$ cat src/hdl/bchc_pkg.sv
`timescale 1ns / 1ps
`default_nettype none
// ----------------------------------------------------------------------------
// bchc_pkg
// Types and constants shared by the button click / hold classifier.
// ----------------------------------------------------------------------------
package bchc_pkg;

    localparam int unsigned TimeW    = 32;
    localparam int unsigned CfgW     = 16;
    localparam int unsigned CountW   = 8;
    localparam int unsigned CfgAddrW = 3;
    localparam int unsigned InDataW  = 40;
    localparam int unsigned OutDataW = 8;

    localparam logic [CountW-1:0] CountMax = 8'd255;

    // Register indexes on the configuration port
    localparam logic [CfgAddrW-1:0] RegDebounce  = 3'd0;
    localparam logic [CfgAddrW-1:0] RegHold      = 3'd1;
    localparam logic [CfgAddrW-1:0] RegMaxHold   = 3'd2;
    localparam logic [CfgAddrW-1:0] RegClickWin  = 3'd3;
    localparam logic [CfgAddrW-1:0] RegPairCount = 3'd4;

    localparam logic [CfgW-1:0]   DebounceRst  = 16'd50;
    localparam logic [CfgW-1:0]   HoldRst      = 16'd600;
    localparam logic [CfgW-1:0]   MaxHoldRst   = 16'd30000;
    localparam logic [CfgW-1:0]   ClickWinRst  = 16'd400;
    localparam logic [CountW-1:0] PairCountRst = 8'd5;

    typedef enum logic [3:0] {
        EV_NONE             = 4'd0,
        EV_CLICK            = 4'd1,
        EV_DOUBLE           = 4'd2,
        EV_TRIPLE           = 4'd3,
        EV_PAIRING          = 4'd4,
        EV_HOLD_START       = 4'd5,
        EV_HOLD_END         = 4'd6,
        EV_CLICK_HOLD_START = 4'd7,
        EV_CLICK_HOLD_END   = 4'd8
    } event_t;

    typedef enum logic [3:0] {
        MODE_IDLE          = 4'b0001,
        MODE_HOLDING       = 4'b0010,
        MODE_CLICK_HOLDING = 4'b0100,
        MODE_STUCK         = 4'b1000
    } mode_t;

    typedef struct packed {
        logic [CfgW-1:0]   debounce_time;
        logic [CfgW-1:0]   hold_time;
        logic [CfgW-1:0]   max_hold_time;
        logic [CfgW-1:0]   click_window;
        logic [CountW-1:0] pairing_click_count;
    } cfg_t;

    typedef struct packed {
        mode_t              mode;
        logic [TimeW-1:0]   press_time;
        logic               press_valid;
        logic [TimeW-1:0]   release_time;
        logic               release_valid;
        logic [CountW-1:0]  click_count;
    } state_t;

endpackage
`default_nettype wire

$ cat src/hdl/bchc_step.sv
`timescale 1ns / 1ps
`default_nettype none
// ----------------------------------------------------------------------------
// bchc_step
// Next-state and event logic for one button sample.
// ----------------------------------------------------------------------------
module bchc_step (
    input  wire bchc_pkg::cfg_t               cfg,
    input  wire bchc_pkg::state_t             cur,
    input  wire                               pressed,
    input  wire [bchc_pkg::TimeW-1:0]         now_ms,
    output bchc_pkg::state_t                  nxt,
    output bchc_pkg::event_t                  event_code
);
    import bchc_pkg::*;

    logic [TimeW-1:0] press_base;
    logic [TimeW-1:0] press_dt;
    logic [TimeW-1:0] release_dt;
    logic [TimeW-1:0] debounce_x;
    logic [TimeW-1:0] hold_x;
    logic [TimeW-1:0] max_hold_x;
    logic [TimeW-1:0] window_x;

    assign press_base = cur.press_valid ? cur.press_time : now_ms;
    assign press_dt   = now_ms - press_base;
    assign release_dt = now_ms - cur.release_time;
    assign debounce_x = {{(TimeW-CfgW){1'b0}}, cfg.debounce_time};
    assign hold_x     = {{(TimeW-CfgW){1'b0}}, cfg.hold_time};
    assign max_hold_x = {{(TimeW-CfgW){1'b0}}, cfg.max_hold_time};
    assign window_x   = {{(TimeW-CfgW){1'b0}}, cfg.click_window};

    always_comb begin
        nxt        = cur;
        event_code = EV_NONE;
        if (pressed) begin
            nxt.release_valid = 1'b0;
            if (cur.mode != MODE_STUCK) begin
                nxt.press_time  = press_base;
                nxt.press_valid = 1'b1;
                if (press_dt < debounce_x) begin
                    event_code = EV_NONE;
                end else if (press_dt >= hold_x && press_dt < max_hold_x) begin
                    if (cur.mode == MODE_IDLE) begin
                        if (cur.click_count == '0) begin
                            nxt.mode   = MODE_HOLDING;
                            event_code = EV_HOLD_START;
                        end else begin
                            nxt.mode   = MODE_CLICK_HOLDING;
                            event_code = EV_CLICK_HOLD_START;
                        end
                    end
                end else if (press_dt >= max_hold_x) begin
                    if (cur.mode == MODE_HOLDING) begin
                        event_code = EV_HOLD_END;
                    end else if (cur.mode == MODE_CLICK_HOLDING) begin
                        event_code = EV_CLICK_HOLD_END;
                    end
                    nxt.mode        = MODE_STUCK;
                    nxt.press_valid = 1'b0;
                    nxt.press_time  = '0;
                    nxt.click_count = '0;
                end
            end
        end else if (cur.press_valid) begin
            nxt.press_valid = 1'b0;
            nxt.press_time  = '0;
            if (press_dt >= debounce_x) begin
                if (cur.mode == MODE_HOLDING) begin
                    nxt.mode        = MODE_IDLE;
                    nxt.click_count = '0;
                    event_code      = EV_HOLD_END;
                end else if (cur.mode == MODE_CLICK_HOLDING) begin
                    nxt.mode        = MODE_IDLE;
                    nxt.click_count = '0;
                    event_code      = EV_CLICK_HOLD_END;
                end else begin
                    if (cur.click_count != CountMax) begin
                        nxt.click_count = cur.click_count + 1'b1;
                    end
                    if (!cur.release_valid) begin
                        nxt.release_time  = now_ms;
                        nxt.release_valid = 1'b1;
                    end
                end
            end
        end else if (cur.mode == MODE_STUCK) begin
            nxt.mode          = MODE_IDLE;
            nxt.release_valid = 1'b0;
            nxt.click_count   = '0;
        end else if (cur.release_valid) begin
            // Window expired: close the click sequence
            if (release_dt >= debounce_x && release_dt >= window_x) begin
                priority if (cur.click_count == 8'd1) begin
                    event_code = EV_CLICK;
                end else if (cur.click_count == 8'd2) begin
                    event_code = EV_DOUBLE;
                end else if (cur.click_count >= 8'd3 &&
                             cur.click_count < cfg.pairing_click_count) begin
                    event_code = EV_TRIPLE;
                end else begin
                    event_code = EV_PAIRING;
                end
                nxt.click_count   = '0;
                nxt.release_valid = 1'b0;
            end
        end
    end

endmodule
`default_nettype wire

$ cat src/hdl/button_click_hold_classifier.sv
`timescale 1ns / 1ps
`default_nettype none
// Path: input register, then bchc_step logic, then result register onto m_tdata.
// Throughput: one sample per cycle unless m_tready stalls; the state update is one
//   pass of subtract/compare logic between the input and result registers.
// Reset (aresetn low, synchronous): configuration returns to its defaults,
//   mode to idle, both timestamps unset, click count zero, both stages empty.
// ----------------------------------------------------------------------------
// button_click_hold_classifier
// Classifies button samples into click, multi-click, pairing and hold events.
// ----------------------------------------------------------------------------
module button_click_hold_classifier (
    input  wire                                aclk,
    input  wire                                aresetn,
    input  wire                                cfg_wr_en,
    input  wire [bchc_pkg::CfgAddrW-1:0]       cfg_addr,
    input  wire [bchc_pkg::CfgW-1:0]           cfg_wdata,
    input  wire                                s_tvalid,
    output logic                               s_tready,
    // [0] pressed, [32:1] now_ms, [39:33] zero
    input  wire [bchc_pkg::InDataW-1:0]        s_tdata,
    output logic                               m_tvalid,
    input  wire                                m_tready,
    // [3:0] event_code, [7:4] zero
    output logic [bchc_pkg::OutDataW-1:0]      m_tdata
);
    import bchc_pkg::*;

    cfg_t              cfg_reg;
    state_t            state_reg;
    state_t            state_next;
    event_t            event_next;
    logic              in_valid_reg;
    logic              in_pressed_reg;
    logic [TimeW-1:0]  in_now_reg;
    logic              out_valid_reg;
    event_t            out_event_reg;
    logic              advance;
    logic              fire;

    assign advance  = !out_valid_reg || m_tready;
    assign fire     = in_valid_reg && advance;
    assign s_tready = !in_valid_reg || advance;
    assign m_tvalid = out_valid_reg;
    assign m_tdata  = {{(OutDataW-4){1'b0}}, out_event_reg};

    always_ff @(posedge aclk) begin
        if (!aresetn) begin
            cfg_reg.debounce_time       <= DebounceRst;
            cfg_reg.hold_time           <= HoldRst;
            cfg_reg.max_hold_time       <= MaxHoldRst;
            cfg_reg.click_window        <= ClickWinRst;
            cfg_reg.pairing_click_count <= PairCountRst;
        end else if (cfg_wr_en) begin
            unique case (cfg_addr)
                RegDebounce:  cfg_reg.debounce_time       <= cfg_wdata;
                RegHold:      cfg_reg.hold_time           <= cfg_wdata;
                RegMaxHold:   cfg_reg.max_hold_time       <= cfg_wdata;
                RegClickWin:  cfg_reg.click_window        <= cfg_wdata;
                RegPairCount: cfg_reg.pairing_click_count <= cfg_wdata[CountW-1:0];
                default: ;
            endcase
        end
    end

    // Input stage
    always_ff @(posedge aclk) begin
        if (!aresetn) begin
            in_valid_reg <= 1'b0;
        end else if (s_tready) begin
            in_valid_reg <= s_tvalid;
        end
    end

    always_ff @(posedge aclk) begin
        if (s_tready && s_tvalid) begin
            in_pressed_reg <= s_tdata[0];
            in_now_reg     <= s_tdata[TimeW:1];
        end
    end

    bchc_step u_step (
        .cfg        (cfg_reg),
        .cur        (state_reg),
        .pressed    (in_pressed_reg),
        .now_ms     (in_now_reg),
        .nxt        (state_next),
        .event_code (event_next)
    );

    always_ff @(posedge aclk) begin
        if (!aresetn) begin
            state_reg.mode          <= MODE_IDLE;
            state_reg.press_time    <= '0;
            state_reg.press_valid   <= 1'b0;
            state_reg.release_time  <= '0;
            state_reg.release_valid <= 1'b0;
            state_reg.click_count   <= '0;
        end else if (fire) begin
            state_reg <= state_next;
        end
    end

    // Result stage
    always_ff @(posedge aclk) begin
        if (!aresetn) begin
            out_valid_reg <= 1'b0;
        end else if (advance) begin
            out_valid_reg <= in_valid_reg;
        end
    end

    always_ff @(posedge aclk) begin
        if (fire) begin
            out_event_reg <= event_next;
        end
    end

    // A stuck button never keeps a press timestamp
    assert property (@(posedge aclk) disable iff (!aresetn)
        state_reg.mode == MODE_STUCK |-> !state_reg.press_valid)
        else $error("stuck mode with a live press time");

    // A plain hold only starts with no clicks counted
    assert property (@(posedge aclk) disable iff (!aresetn)
        state_reg.mode == MODE_HOLDING |-> state_reg.click_count == '0)
        else $error("holding mode with clicks pending");

    // State moves only when a sample passes into the result stage
    assert property (@(posedge aclk) disable iff (!aresetn)
        !fire |=> $stable(state_reg))
        else $error("state changed without a sample");

endmodule
`default_nettype wire

$ cat config.mk
export PLATFORM = sky130hd
export DESIGN_NAME = button_click_hold_classifier
export DESIGN_NICKNAME = d
export VERILOG_FILES = /design/src/hdl/bchc_pkg.sv /design/src/hdl/bchc_step.sv /design/src/hdl/button_click_hold_classifier.sv
export SDC_FILE = /design/constraint.sdc
export NUM_CORES = 1
export LEC_CHECK = 0
export ABC_AREA = 1
export BUFFER_PORTS_ARGS = -buffer_cell sky130_fd_sc_hd__buf_2
export CAP_MARGIN = 20
export CELL_PAD_IN_SITES_DETAIL_PLACEMENT = 1
export CELL_PAD_IN_SITES_GLOBAL_PLACEMENT = 1
export CORE_UTILIZATION = 40
export CTS_CLUSTER_DIAMETER = 40
export DETAILED_ROUTE_END_ITERATION = 7
export GPL_TIMING_DRIVEN = 0
export HOLD_SLACK_MARGIN = 0.15
export PLACE_DENSITY_LB_ADDON = 0.05
export SYNTH_ARGS = -nofsm -noshare
export SYNTH_HDL_FRONTEND = slang
export SYNTH_SLANG_ARGS = --single-unit
$ cat constraint.sdc
create_clock -name aclk -period 7.4 [get_ports aclk]
set_input_delay 0.37 -clock aclk [delete_from_list [all_inputs] [get_ports aclk]]
set_output_delay 0.37 -clock aclk [all_outputs]
set_load 0.1 [all_outputs]
# Word-level counts from Yosys, hierarchy flattened
# Cells that the tools add are included.
# W data, S select, Z words.
dict set report totals {
  regBits 189
  input_bits 64
  output_inout_bits 10
  elab_cells 129
}
dict set report classes {
  addsub 3
  order_cmp 9
  n_eq_ne 23
  mux 48
  bitwise 4
  reduce_logical 26
}
# cell n
set op_table {}
lappend op_table {{$ge A32 B16 Y1} 5}
lappend op_table {{$mux W37} 4}
lappend op_table {{$mux W33} 4}
lappend op_table {{$mux W4} 21}
lappend op_table {{$mux W65} 1}
lappend op_table {{$lt A32 B16 Y1} 2}
lappend op_table {{$sub A32 B32 Y32} 2}
lappend op_table {{$mux W8} 7}
lappend op_table {{$mux W9} 5}
lappend op_table {{$mux W41} 1}
lappend op_table {{$mux W32} 1}
lappend op_table {{$reduce_and A2 Y1} 6}
lappend op_table {{$mux W3} 3}
lappend op_table {{$ne A3 B3 Y1 const B} 3}
lappend op_table {{$reduce_and A9 Y1} 1}
lappend op_table {{$add A8 B1 Y8 const B} 1}
lappend op_table {{$eq A8 B1 Y1 const B} 1}
lappend op_table {{$eq A8 B2 Y1 const B} 1}
lappend op_table {{$ge A8 B2 Y1 const B} 1}
lappend op_table {{$logic_not A8 Y1} 1}
lappend op_table {{$lt A8 B8 Y1} 1}
lappend op_table {{$ne A8 B8 Y1 const B} 1}
lappend op_table {{$reduce_and A8 Y1} 1}
lappend op_table {{$reduce_bool A4 Y1} 2}
lappend op_table {{other kinds (24)} 37}

# Depth between registers and ports, before layout
dict set report depth {
  depth_word 10
  depth_mapped 31
  mapped_depth_nobuf 30
}

# Hierarchy
# From an unflattened synthesis, not the netlist that was laid out.
dict set report hier_totals {
  hier_cells 2956
  hier_area_um2 17370.4
}
# mod n_inst cells_per_inst area_each_um2 seq_area_each_um2
set modules_own_cells {}
lappend modules_own_cells {bchc_step 1 2076 10109.7 0.0}
lappend modules_own_cells {button_click_hold_classifier 1 880 7260.7 4154.0}

# Worst setup path before layout
# Ideal clock, no wire load.
dict set report synth_path {
  path_kind {register -> register}
  startpoint {register state_reg[41] (netlist bit)}
  endpoint {register state_reg[6] (netlist bit)}
  setup_ps 113
  t_arrival_ps 4068
  t_required_ps 7287
  setup_slack_ps 3219
  path_stages_with_launch 28
  path_buffers 3
  period_less_slack_ps 4181
  cell_sequence {dfxtp_1 > buf_2 > buf_1 > o21ai_0 > ha_1 > fa_1 > inv_1 > nand3_1 > nand2_1 > nand2_1 > nand2_1 > nand2_1 > nand2_2 > xor2_1 > ha_1 > nand2_1 > inv_1 > nand3_1 > o211ai_1 > a21oi_1 > nand4_1 > nand2_1 > nor2_2 > nand3_2 > buf_6 > nand2_1 > nand2_1 > nor2_1}
}
dict set report synth_via {
  elab_chain_len 6
  word_cells_on_any_way 18
  classes_between {1 x add/sub; 5 x order compare; 5 x eq/ne; 3 x mux; 4 x reduce/logical}
}
# element line_no
set synth_lines {}
lappend synth_lines {{start: declaration} button_click_hold_classifier.sv:30} ;# state_t state_reg;
lappend synth_lines {{start signal: assignment} button_click_hold_classifier.sv:100} ;# state_reg <= state_next;
lappend synth_lines {{$mux W32} bchc_step.sv:25} ;# assign press_base = cur.press_valid ? cur.press_time : now_ms;
lappend synth_lines {{$sub A32 B32 Y32} bchc_step.sv:26} ;# assign press_dt = now_ms - press_base;
lappend synth_lines {{$ge A32 B16 Y1 or $lt A32 B16 Y1 (tied branches)} bchc_step.sv:43} ;# end else if (press_dt >= hold_x && press_dt < max_hold_x) begin
lappend synth_lines {{$logic_and A1 B1 Y1} bchc_step.sv:43}
lappend synth_lines {{$ne A2 B2 Y1 (no line)} --}
lappend synth_lines {{$reduce_and A9 Y1 (no line)} --}
# Several ways; a longest one is shown, not always the timed one.
# A chain may end at the register's enable or synchronous reset.

# Worst setup path after layout
dict set report layout_path {
  startpoint {register state_reg[41] (netlist bit)}
  endpoint {register state_reg[40] (netlist bit)}
}
dict set report layout_via {
  elab_chain_len 4
}
# element line_no
set layout_lines {}
lappend layout_lines {{$mux W32} bchc_step.sv:25}
lappend layout_lines {{$sub A32 B32 Y32} bchc_step.sv:26}
lappend layout_lines {{$ge A32 B16 Y1} bchc_step.sv:68} ;# if (press_dt >= debounce_x) begin
lappend layout_lines {{$reduce_and A7 Y1 (no line) (*)} --}
# Every way passes the cells marked *; elsewhere a longest branch is shown, timed or not.

==> impl_metrics.yaml <==
logic_synthesis:
  synth_edf_count: 37
  synthFlopType: "dfxtp_1"
  ys_types: 53
  ys_seq_elements: 189
  synth_area_mm2: 0.0149
  synthArstFlopShare_pct: 0
  synthTopCellsByArea: "dfxtp_1, nand2_1, ha_1"
  synth_cells: 2281
  yosysWarnings: 0
  syn_avg_cell_area_um2: 6.54
  synth_top_area_cell: "dfxtp_1"
  ys_seq_area_share_pct: 27.9
  synth_top_cell_area_share_pct: 20.4
power_and_ir_drop:
  p_int_w: 0.00187
  pwr_density_cell_mw_per_mm2: 183
  power_switching_share_pct: 39.0
  vdd_ir_drop_max_uv: 200
  p_leak_nw: 8.30
  power_switching_w: 0.00119
  seqPwrFrac_pct: 36.3
  clock_power_share_pct: 30.6
  power_w: 0.00306
  p_comb_share_pct: 33.1
floorplanning:
  die_h_um: 195
  fp.dieW_um: 195
  die-area_mm2: 0.0381
  rows: 70
  initial_core_util_pct: 40.7
  core-area_mm2: 0.0366
  io_pins: 74
placed_design:
  port_buffers: 62
  gp_congestion: 0.873
  placed_area_mm2: 0.0158
  pre_cts_ws_ns: 1.36
  hpwl_um: 41900
worst_setup_path:
  end_kind: "flop"
  cp-start-kind: "flop"
  worst-endpoint-required_ns: 7.71
  r2r_cells: 24
  cp_max_fo: 10
  cpMaxStageDelayCell: "a21oi_1"
  critPathKind: "reg2reg"
  regToRegEndpoint: "state_reg[40]"
  r2r-start: "state_reg[41]"
  crit_path_frequent_cell: "nand2_1"
  path_cells: "buf_2 -> buf_1 -> o21ai_0 -> ha_1 -> fa_1 -> inv_1 -> nand3_1 -> nand2_1 -> nand2_1 -> nand2_1 -> nand2_1 -> nand2_2 -> xor2_1 -> ha_1 -> nand2_1 -> inv_1 -> nand3_1 -> o211ai_1 -> a21oi_1 -> nand3_4 -> nand2_1 -> nor2_1 -> nand3_1 -> a21oi_1"
  reg2reg_slack_ns: 1.32
  cpPeakStageDelay_ns: 0.67
  critical_path_arrival_ns: 6.40
finish:
  final_cell_area_mm2: 0.0168
  layout_commonest_cell: "nand2_1"
  seq_area_mm2: 0.00415
  layout_common_cells: "nand2_1, inv_1, nor2_1"
  fill_cells: 4907
  nets: 2620
  layout-drive-gt1-share_pct: 7.79
  diodes: 0
  largest_reg_flops: 78
  multi_input_area_mm2: 0.00894
  area_growth_pct: 12.3
min_path:
  whs_endpoint: "in_valid_reg"
  min-delay-start: "s_tvalid"
  hp-class: "in2reg"
  min_path_cells: 3
clock_network:
  clkLatencyLatePin_ns: 0.48
  clk_pin_slew_ns: 0.08
  cts_sinks: 189
  postCtsSetupBuffers: 0
  cts-htree-levels: 4
  cts_buffers: 17
  clockBufferDepth: 2
  cts_tree: "yes"
  root_buffer: "clkbuf_16"
grt:
  first_global_vias: 15500
  grt_overflow_total: 0
  antenna_found_initial: 0
  grt_max_degree: 28
  grt_use_total_pct: 27.4
  grt_first_pass_wirelength_um: 81200
sta:
  rsz0062_at_grt: "false"
  setup_tns_ns: 0
  setup_viol: 0
  fin_ws_ns: 1.32
  final.setup_skew_ns: 0.0205
  slew_headroom_pct: 33.7
  fin_crit_ns: 6.08
  final_hold_viol_count: 0
  worst_pin_slew_ns: 0.986
  fin_crit_sh_pct: 82.2
  fmax_ghz: 0.164
  slew_viol_final: 0
outcome:
  status: "finished, final reports clean"
drt:
  vias: 14800
  dr.pass1.iters: 7
  routed_wl_um: 50700
  antenna_left: 0
  drt_iter0_markers: 501
  wl_per_cell_um: 17.6
  drc: 0
  viasPerCell: 5.13
job:
  maxCapViolations: 0
power by group through the flow:
stage / Sequential (W) / Clock, W / Combinational, W
after floorplan: 0.00113 / 0 / 0.000691
after global placement: 0.00114 / 0 / 0.000956
after detailed placement: 0.00114 / 0 / 0.000995
after CTS: 0.00111 / 0.000960 / 0.00102
after global routing: 0.00112 / 0.000996 / 0.00115
final: 0.00111 / 0.000938 / 0.00101
cell usage after synthesis, drive strengths merged (21+ instances only):
library cell / n
buf: 21
mux2i: 29
o21ai: 102
inv: 413
xor2: 30
ha: 155
nor3: 32
edfxtp: 37
dfxtp: 152
a21oi: 197
nand2: 707
clkbuf: 29
nand3: 89
nor2: 194
per-layer routing:
metal  global-route usage (%)  vias up  wire, um
met4                     8.66        0      1200
met5                        0        -         0
met1                     33.0     7055     22900
li1                         -     7448         -
met2                     50.6      208     25300
met3                     3.13       57      1330
kinds of logic after synthesis:
family,after synthesis,share of synthesized area (%)
AND/OR/NAND/NOR,1068,30.0
other,1,0.0251
XOR/XNOR,33,1.94
buffers and inverters,464,12.3
AO/OA/AOI/OAI,340,12.7
adder cells (fa/ha/maj),157,13.3
multiplexers,29,1.95
flip-flops,189,27.9
stage by stage:
stage	instances	hold slack [ns]	util, %
2_1_floorplan	2284	0.435	-
3_3_place_gp	2814	0.448	43.2
3_5_place_dp	2815	0.454	43.3
4_1_cts	2880	0.153	45.8
5_1_grt	2880	0.174	45.8
6_report	2880	0.166	45.8
area by class of cell:
cell class,instances,area share [%]
well taps,468,3.49
flip-flops and latches,189,24.8
inverters,414,9.27
multi-input cells,1631,53.4
repair buffers,96,3.94
plain buffers,50,1.65
clock buffers,17,2.54
clock inverters,15,0.941
worst max path at each step:
stage | start | end | slack, ns | cells past startpoint
final | state_reg[41] | state_reg[40] | 1.32 | 24
after global routing | state_reg[41] | state_reg[40] | 1.06 | 24
after global placement | state_reg[41] | state_reg[40] | 1.51 | 24
after CTS | state_reg[41] | state_reg[40] | 1.33 | 24
after detailed placement | state_reg[41] | state_reg[40] | 1.36 | 24
after floorplan | state_reg[41] | state_reg[6] | 3.22 | 27
worst max-delay path, delay by kind of cell, from the launching register on:
family,cells,cell delay (ns)
compound gates,4,1.18
fa+ha+maj,3,1.05
buf+inv,4,1.07
flops,1,0.31
simple gates,12,1.76
xor+xnor,1,0.54
what timing repair did:
item,CTS,global route
gates resized for setup,0,0
endpoints found under the setup margin,0,0
endpoints found under the hold margin,33,0
hold buffers,33,0
Note: power is estimated with default switching activity, not from simulation.
